[src/rtl/sukt_pkg.sv]
// ----------------------------------------------------------------------------
// sukt_pkg
// Shared types and codes for the sorted unique key table.
// ----------------------------------------------------------------------------
package sukt_pkg;

  localparam int unsigned KEY_W    = 32;
  localparam int unsigned MODE_W   = 2;
  localparam int unsigned STATUS_W = 3;
  localparam int unsigned OCC_W    = 5;
  // status, key_out and occupancy packed from the lowest bit up, 40 bits
  localparam int unsigned OUT_W    = STATUS_W + KEY_W + OCC_W;

  typedef enum logic [MODE_W-1:0] {
    MODE_INSERT = 2'd0,
    MODE_DELETE = 2'd1,
    MODE_SEARCH = 2'd2,
    MODE_LIST   = 2'd3
  } mode_e;

  typedef enum logic [STATUS_W-1:0] {
    STATUS_OK       = 3'd0,
    STATUS_DUP      = 3'd1,
    STATUS_NOTFOUND = 3'd2,
    STATUS_FULL     = 3'd3,
    STATUS_EMPTY    = 3'd4
  } status_e;

  // Operation broadcast to every cell of the chain
  typedef enum logic [1:0] {
    OP_HOLD,
    OP_INSERT,
    OP_DELETE,
    OP_ROTATE
  } op_e;

  typedef enum logic {
    ST_IDLE,
    ST_LIST
  } state_e;

  typedef struct packed {
    op_e                    op;
    logic signed [KEY_W-1:0] key;
  } cell_ctrl_t;

  // What a cell shows its neighbours
  typedef struct packed {
    logic signed [KEY_W-1:0] key;
    logic                    lt;     // holds a key below the broadcast key
    logic                    valid;
  } cell_link_t;

endpackage

[src/rtl/sorted_unique_key_table.sv]
// ----------------------------------------------------------------------------
// sorted_unique_key_table
// Ordered set of signed 32-bit keys kept in a chain of compare-and-shift cells.
// ----------------------------------------------------------------------------
// Usage:
//   Input items arrive on the s_axis channel: tuser carries the operation
//   (insert, delete, search, list) and tdata the signed key. Results leave on
//   the m_axis channel: tdata packs status, key_out and occupancy, tlast marks
//   the final result of an item.
//   Every cell compares its key with the broadcast key in the same cycle, so
//   insert, delete and search finish in the cycle of acceptance and give one
//   result in the output register on the next cycle: one item per cycle while
//   the receiver keeps taking results.
//   A list on a non-empty table enters its list state, then emits one stored
//   key per cycle while results are taken: the chain rotates left by one cell
//   per emitted key and cell 0 is emitted, so after the last key the table
//   stands in its original order again. No item is accepted during a list.
//   Reset clears the occupancy, every cell's valid bit and the output valid;
//   the stored keys themselves are not cleared.
//   When the receiver stalls, hold the result in the output register and stop
//   accepting items (or stop rotating) until it is taken.
// ----------------------------------------------------------------------------
module sorted_unique_key_table #(
  parameter int unsigned CAPACITY = 16
) (
  input  logic                             clk_i,
  input  logic                             rst_ni,
  // item in
  input  logic                             s_axis_tvalid,
  output logic                             s_axis_tready,
  input  logic [sukt_pkg::KEY_W-1:0]       s_axis_tdata,   // [31:0] key
  input  logic [sukt_pkg::MODE_W-1:0]      s_axis_tuser,   // [1:0] mode
  // result out
  output logic                             m_axis_tvalid,
  input  logic                             m_axis_tready,
  output logic [sukt_pkg::OUT_W-1:0]       m_axis_tdata,   // [2:0] status,
                                                           // [34:3] key_out,
                                                           // [39:35] occupancy
  output logic                             m_axis_tlast
);
  import sukt_pkg::*;

  localparam int unsigned CNT_W = $clog2(CAPACITY + 1);
  localparam int unsigned IDX_W = (CAPACITY > 1) ? $clog2(CAPACITY) : 1;

  // --------------------------------------------------------------------------
  // Registers
  // --------------------------------------------------------------------------
  state_e                  state_q, state_d;
  logic [CNT_W-1:0]        count_q, count_d;
  logic [IDX_W-1:0]        idx_q, idx_d;
  logic                    o_valid_q, o_valid_d;
  status_e                 o_status_q, o_status_d;
  logic signed [KEY_W-1:0] o_key_q, o_key_d;
  logic [CNT_W-1:0]        o_occ_q, o_occ_d;
  logic                    o_last_q, o_last_d;

  // --------------------------------------------------------------------------
  // Cell chain
  // --------------------------------------------------------------------------
  cell_ctrl_t              ctrl;
  cell_link_t              links [CAPACITY];
  logic [CAPACITY-1:0]     eq;
  cell_link_t              left_edge, right_edge;

  // Virtual cell left of cell 0 always ranks below the key and is occupied
  assign left_edge  = '{key: '0, lt: 1'b1, valid: 1'b1};
  assign right_edge = '{key: '0, lt: 1'b0, valid: 1'b0};

  for (genvar i = 0; i < CAPACITY; i++) begin : g_cell
    sukt_cell u_cell (
      .clk_i      (clk_i),
      .rst_ni     (rst_ni),
      .ctrl_i     (ctrl),
      .left_i     ((i == 0) ? left_edge : links[(i == 0) ? 0 : i - 1]),
      .right_i    ((i == CAPACITY - 1) ? right_edge
                                       : links[(i == CAPACITY - 1) ? i : i + 1]),
      .wrap_key_i (links[0].key),
      .link_o     (links[i]),
      .eq_o       (eq[i])
    );
  end

  // --------------------------------------------------------------------------
  // Control
  // --------------------------------------------------------------------------
  logic  out_free;
  logic  accept;
  logic  found;
  logic  empty;
  logic  full;
  logic  list_last;
  mode_e mode;

  assign out_free  = !o_valid_q || m_axis_tready;
  assign s_axis_tready = (state_q == ST_IDLE) && out_free;
  assign accept    = s_axis_tvalid && s_axis_tready;
  assign found     = |eq;
  assign empty     = (count_q == '0);
  assign full      = (count_q == CNT_W'(CAPACITY));
  assign list_last = (CNT_W'(idx_q) == count_q - CNT_W'(1));
  assign mode      = mode_e'(s_axis_tuser);

  // Next state
  always_comb begin
    state_d = state_q;
    unique case (state_q)
      ST_IDLE: begin
        if (accept && mode == MODE_LIST && !empty) begin
          state_d = ST_LIST;
        end
      end
      ST_LIST: begin
        if (out_free && list_last) begin
          state_d = ST_IDLE;
        end
      end
      default: state_d = ST_IDLE;
    endcase
  end

  // Outputs of the sequencer: cell operation, result register, counters
  always_comb begin
    ctrl       = '{op: OP_HOLD, key: signed'(s_axis_tdata)};
    count_d    = count_q;
    idx_d      = idx_q;
    o_valid_d  = o_valid_q && !m_axis_tready;
    o_status_d = o_status_q;
    o_key_d    = o_key_q;
    o_occ_d    = o_occ_q;
    o_last_d   = o_last_q;
    unique case (state_q)
      ST_IDLE: begin
        if (accept) begin
          o_valid_d  = 1'b1;
          o_status_d = STATUS_OK;
          o_key_d    = '0;
          o_last_d   = 1'b1;
          idx_d      = '0;
          case (mode)
            MODE_INSERT: begin
              if (found) begin
                o_status_d = STATUS_DUP;
              end else if (full) begin
                o_status_d = STATUS_FULL;
              end else begin
                ctrl.op = OP_INSERT;
                count_d = count_q + CNT_W'(1);
              end
            end
            MODE_DELETE, MODE_SEARCH: begin
              if (empty) begin
                o_status_d = STATUS_EMPTY;
              end else if (!found) begin
                o_status_d = STATUS_NOTFOUND;
              end else if (mode == MODE_DELETE) begin
                ctrl.op = OP_DELETE;
                count_d = count_q - CNT_W'(1);
              end else begin
                o_key_d = signed'(s_axis_tdata);
              end
            end
            default: begin
              // List: report empty now, else enter the list state, which emits the keys
              if (empty) begin
                o_status_d = STATUS_EMPTY;
              end else begin
                o_valid_d = o_valid_q && !m_axis_tready;
              end
            end
          endcase
          o_occ_d = count_d;
        end
      end
      ST_LIST: begin
        if (out_free) begin
          ctrl.op    = OP_ROTATE;
          o_valid_d  = 1'b1;
          o_status_d = STATUS_OK;
          o_key_d    = links[0].key;
          o_occ_d    = count_q;
          o_last_d   = list_last;
          idx_d      = idx_q + IDX_W'(1);
        end
      end
      default: begin
      end
    endcase
  end

  always_ff @(posedge clk_i or negedge rst_ni) begin
    if (!rst_ni) begin
      state_q   <= ST_IDLE;
      count_q   <= '0;
      idx_q     <= '0;
      o_valid_q <= 1'b0;
    end else begin
      state_q   <= state_d;
      count_q   <= count_d;
      idx_q     <= idx_d;
      o_valid_q <= o_valid_d;
    end
  end

  // Result payload: no reset needed
  always_ff @(posedge clk_i) begin
    o_status_q <= o_status_d;
    o_key_q    <= o_key_d;
    o_occ_q    <= o_occ_d;
    o_last_q   <= o_last_d;
  end

  assign m_axis_tvalid = o_valid_q;
  assign m_axis_tdata  = {OCC_W'(o_occ_q), o_key_q, o_status_q};
  assign m_axis_tlast  = o_last_q;

endmodule

[src/rtl/sukt_cell.sv]
// ----------------------------------------------------------------------------
// sukt_cell
// One slot of the sorted chain: holds a key, compares it with the broadcast
// key and shifts left or right with its neighbours.
// ----------------------------------------------------------------------------
module sukt_cell (
  input  logic                                clk_i,
  input  logic                                rst_ni,
  input  sukt_pkg::cell_ctrl_t                ctrl_i,
  input  sukt_pkg::cell_link_t                left_i,
  input  sukt_pkg::cell_link_t                right_i,
  input  logic signed [sukt_pkg::KEY_W-1:0]   wrap_key_i,
  output sukt_pkg::cell_link_t                link_o,
  output logic                                eq_o
);
  import sukt_pkg::*;

  logic signed [KEY_W-1:0] key_q, key_d;
  logic                    valid_q, valid_d;
  logic                    lt;

  assign lt     = valid_q && (key_q < ctrl_i.key);
  assign eq_o   = valid_q && (key_q == ctrl_i.key);
  assign link_o = '{key: key_q, lt: lt, valid: valid_q};

  always_comb begin
    key_d   = key_q;
    valid_d = valid_q;
    case (ctrl_i.op)
      OP_INSERT: begin
        // Keep smaller keys; first cell not below takes the key, rest shift right
        if (!lt) begin
          key_d = left_i.lt ? ctrl_i.key : left_i.key;
        end
        valid_d = valid_q || left_i.valid;
      end
      OP_DELETE: begin
        // Close the gap from the matching slot upwards
        if (!lt) begin
          key_d = right_i.key;
        end
        valid_d = right_i.valid;
      end
      OP_ROTATE: begin
        if (right_i.valid) begin
          key_d = right_i.key;
        end else if (valid_q) begin
          key_d = wrap_key_i;
        end
      end
      default: begin
      end
    endcase
  end

  always_ff @(posedge clk_i or negedge rst_ni) begin
    if (!rst_ni) begin
      valid_q <= 1'b0;
    end else begin
      valid_q <= valid_d;
    end
  end

  always_ff @(posedge clk_i) begin
    key_q <= key_d;
  end

endmodule

[config.mk]
export PLATFORM = sky130hd
export DESIGN_NAME = sorted_unique_key_table
export DESIGN_NICKNAME = d
export VERILOG_FILES = /design/src/rtl/sukt_pkg.sv /design/src/rtl/sorted_unique_key_table.sv /design/src/rtl/sukt_cell.sv
export SDC_FILE = /design/constraint.sdc
export NUM_CORES = 2
export LEC_CHECK = 0
export BUFFER_PORTS_ARGS = -buffer_cell sky130_fd_sc_hd__buf_2
export CAP_MARGIN = 20
export CELL_PAD_IN_SITES_DETAIL_PLACEMENT = 0
export CELL_PAD_IN_SITES_GLOBAL_PLACEMENT = 1
export CORE_MARGIN = 3
export CORE_UTILIZATION = 30
export DETAILED_ROUTE_END_ITERATION = 8
export GPL_TIMING_DRIVEN = 0
export PLACE_DENSITY_LB_ADDON = 0.1
export SETUP_SLACK_MARGIN = 0.1
export SLEW_MARGIN = 25
export SYNTH_ARGS = -nofsm -noshare
export SYNTH_HDL_FRONTEND = slang
export SYNTH_HIERARCHICAL = 1
export SYNTH_SLANG_ARGS = --single-unit
[constraint.sdc]
create_clock -name clk_i -period 5.9 [get_ports clk_i]
set_input_delay 0.59 -clock clk_i [delete_from_list [all_inputs] [get_ports clk_i]]
set_output_delay 0.59 -clock clk_i [all_outputs]
set_load 0.02 [all_outputs]
After elaboration in Yosys (flattened, before gate mapping)
Index checks and enable logic that the tools add are counted.
- bitwise operators: 1
- magnitude comparators: 16
- $add $sub $neg: 3
- equal/unequal tests: 74
- reductions and logical operators: 82
- muxes and demuxes: 157
- operators with widths (kind ; number):
    2-to-1 mux 32 bit ; 83
    one-hot mux 32 bit (3 select lines) ; 16
    equality test 32 bit ; 16
    less-than comparator 32 bit ; 16
    inequality test 2 bit (second input constant) ; 33
    one-hot mux 32 bit (2 select lines) ; 1
    AND reduction 4 bit ; 16
    inequality test 3 x 1 -> 1 bit (second input constant) ; 14
    logical AND 1 bit ; 38
    one-hot mux 1 bit (2 select lines) ; 19
    2-to-1 mux 5 bit ; 7
    one-hot mux 5 bit (2 select lines) ; 2
    logical OR 1 bit ; 16
    2-to-1 mux 2 bit ; 8
    OR reduction 16 bit ; 1
    2-to-1 mux 3 bit ; 4
    one-hot mux 3 bit (2 select lines) ; 2
    2-to-1 mux 1 bit ; 10
    equality test 2 bit (second input constant) ; 4
    2-to-1 mux 4 bit ; 2
    one-hot mux 2 bit (2 select lines) ; 2
    one-hot mux 4 bit (2 select lines) ; 1
    inequality test 2 x 1 -> 1 bit (second input constant) ; 3
    adder 5 x 1 -> 5 bit (second input constant) ; 1
    14 further kinds ; 18
- output and inout port bits: 43
- flip-flop bits (word level): 580
- word-level logic and storage cells: 373

Longest topological paths before layout
- word-level depth: 11
- depth in mapped cells: 19

Cells and area by module
The synthesis kept the hierarchy.
- by module, submodules not included (module ; area an instance (um2) ; instances ; cells an instance ; seq. area each (um2)):
    sukt_cell (g_cell[0].u_cell ...) ; 3203.1 ; 11 ; 323 ; 985.9
    sukt_cell (g_cell[7].u_cell ...) ; 3196.8 ; 2 ; 317 ; 985.9
    sukt_cell (g_cell[12].u_cell) ; 3236.9 ; 1 ; 323 ; 985.9
    sukt_cell (g_cell[6].u_cell) ; 3211.8 ; 1 ; 325 ; 985.9
    sukt_cell (g_cell[9].u_cell) ; 3195.6 ; 1 ; 317 ; 985.9
    sorted_unique_key_table ; 2710.1 ; 1 ; 227 ; 1506.4

Worst setup path before layout
OpenSTA, ideal clock, no wires.
- path kind: input-to-reg
- from: in s_axis_tdata[31] (netlist bit)
- to: reg g_cell[7].u_cell.key_q[0] (enable)
- arrival: 5.587 ns
- stages: 16
- slack: -0.109 ns
- setup time: 0.421 ns
- path through: inv_1 -> ha_1 -> nand4_2 -> nor4_2 -> and4_1 -> and4_1 -> nor4_1 -> nand4_2 -> and3_4 -> a22o_1 -> ha_1 -> clkbuf_1 -> clkbuf_1 -> nor3_1 -> a211o_1 -> nor2_1
- RTL lines (element ; line ; text):
    start: declaration ; sorted_unique_key_table.sv:31 ; input logic [sukt_pkg::KEY_W-1:0] s_axis_tdata,
    end signal: assignment ; sukt_cell.sv:65 ; key_q <= key_d;
    end: declaration ; sukt_cell.sv:18 ; logic signed [KEY_W-1:0] key_q, key_d;

==> impl_metrics.tcl <==
set metrics [dict create \
    status "finished clean" \
    peakVddDrop_uv 264 \
    die_width_um 430 \
    gr-total-overflow 0 \
    tns_ns 0 \
    dr.pass1.iters 8 \
    p_leak_nw 27.1 \
    placed_area_um2 59500 \
    timing.fmax_mhz 175 \
    r2r_cells 19 \
    layout_min_cycle_time_ns 5.70 \
    grt_max_degree 34 \
    grt_pass1_wl_um 344000 \
    hold_slack_ns 0.168 \
    htreeDepth 3 \
    cts_buffer_depth 3 \
    cts_tree "done" \
    drt_iter0_markers 4042 \
    postLayoutCellArea_um2 62700 \
    dp.final_hpwl_um 185000 \
    die_h_um 430 \
    drv_slew 0 \
    drcViolationCount 0 \
    finalWeightedCongestion 0.845 \
    rsz0062_at_grt "no" \
    antenna_found_initial 33 \
    reg2reg_from "g_cell[11].u_cell/key_q[31]" \
    final_common_cell "ha_1" \
    grt_use_total_pct 25.8 \
    finalSetupViolCount 0 \
    grt_pass1_vias 45142 \
    num_rows 155 \
    whs_endpoint "m_axis_tvalid" \
    power_density_nw_per_um2 609 \
    skew_ns 0.0389 \
    start_util_pct 30.2 \
    fill_cells 18157 \
    cts_made_buffers 82 \
    path_max_fanout 33 \
    crit_type "in -> reg" \
    ant_nets 0 \
    reg2reg_to "g_cell[9].u_cell/key_q[7]" \
    layout_common_cells "565 x ha_1, 564 x inv_1, 553 x edfxtp_1" \
    fin_nets 6351 \
    start_kind "input port" \
    period_share_pct 96.6 \
    totalWireLength_um 246000 \
    ios 81 \
    tightest_slew_ns 0.993 \
    areaGrowthSynthToFinish_pct 16.2 \
    r2r_setup_slack_ns 0.23 \
    syn_inst 5376 \
    yosys_warnings 6 \
    regArea_um2 17300 \
    multi_input_area_um2 33200 \
    drive_gt1_share_pct 11.2 \
    via_per_inst 5.68 \
    dieArea_um2 185000 \
    total_power_mw 38.2 \
    root_buffer "clkbuf_16" \
    setup.worst_path.end_class "flip-flop" \
    synth_area_um2 54000 \
    hp-start "s_axis_tvalid" \
    cp.arrival_ns 6.12 \
    io_buffers 80 \
    required_ns 6.32 \
    min_path_type "in -> reg" \
    worst_skew_pair.late_latency_ns 0.72 \
    clkSlewWorstSetupHoldPaths_ns 0.05 \
    clock-sinks 580 \
    avgSynthCellArea_um2 10.0 \
    hold_violations 0 \
    drv_cap 0 \
    final_util_pct 35.1 \
    wl_per_cell_um 30.0 \
    slew_headroom_pct 33.8 \
    hold_path_depth 3 \
    route.vias.total 46491 \
    fp.coreArea_um2 179000 \
]
## layer usage
layer	vias to the layer above	GRT usage (%)	wire length [µm]
met1	23251	35.1	111000
met4	10	6.98	6490
met3	307	4.06	14400
met2	1423	42.2	114000
met5	-	0	74
li1	21500	-	-
## worst max-delay path, stage by stage
cell and delay [ns]:
buf_4 0.53, inv_1 0.10, ha_1 0.35, nand4_1 0.26, nor4_1 0.87, and3_1 0.29, nor4_2 0.06, buf_4 0.19
and4_1 0.24, buf_2 0.22, nand4_1 0.22, nand2_8 0.23, buf_12 0.26, inv_1 0.10, ha_1 0.14, clkbuf_1 0.23
clkbuf_4 0.28, nor3_1 0.07, a211o_1 0.30, nor2_4 0.20, buf_16 0.19
## worst max path at each step
stage / slack (ns) / startpoint / cells after the start / endpoint
after CTS: 0.06 / g_cell[8].u_cell/key_q[31] / 20 / g_cell[9].u_cell/key_q[7]
after floorplan: 0.42 / s_axis_tdata[31] / 16 / g_cell[7].u_cell/key_q[0]
after global routing: 0.10 / g_cell[14].u_cell/key_q[31] / 19 / g_cell[12].u_cell/key_q[8]
after global placement: -5.29 / s_axis_tdata[31] / 17 / g_cell[9].u_cell/key_q[7]
after detailed placement: -1.32 / s_axis_tdata[31] / 20 / g_cell[7].u_cell/key_q[22]
final: 0.20 / s_axis_tdata[23] / 21 / g_cell[9].u_cell/key_q[7]
## power breakdown
| part | switching [mW] | internal [mW] | total [mW] |
|---|---|---|---|
| logic | 11.8 | 9.39 | 21.2 |
| registers | 3.81 | 8.00 | 11.8 |
| clock network | 2.18 | 2.97 | 5.15 |
| total | 17.8 | 20.4 | 38.2 |
## repair_timing
item / 4_1_cts / 5_1_grt
endpoints found under the setup margin: 901 / 623
gates resized for setup: 9 / 26
cloned: 1 / 0
endpoints found under the hold margin: 12 / 0
buffers inserted: 18 / 1
pin swaps: 16 / 1
hold buffers: 1 / 0
## per-stage QoR
step	cells	worst slack [ns]
finish	8186	0.200
detailed placement	7995	-1.32
global placement	7908	-5.29
floorplan	5473	0.417
global route	8174	0.104
CTS	8168	0.0560
## cell type report
cell class              instances  area share [%]
plain buffers                 419            3.21
repair buffers                189            3.92
clock inverters                39           0.587
diodes                         15          0.0599
clock buffers                 114            3.65
well taps                    2355            4.70
inverters                     565            3.38
flip-flops and latches        580            27.6
multi-input cells            3910            52.9
## sequential cells by signal, indices dropped and copies added (netlist names)
register               flops
count_q                    5
g_cell.u_cell/key_q      512
g_cell.u_cell/valid_q     16
idx_q                      4
m_axis_tlast               1
m_axis_tvalid              1
o_key_q                   32
o_occ_q                    5
o_status_q                 3
state_q                    1
No activity file was read; power rests on OpenSTA's default activity.
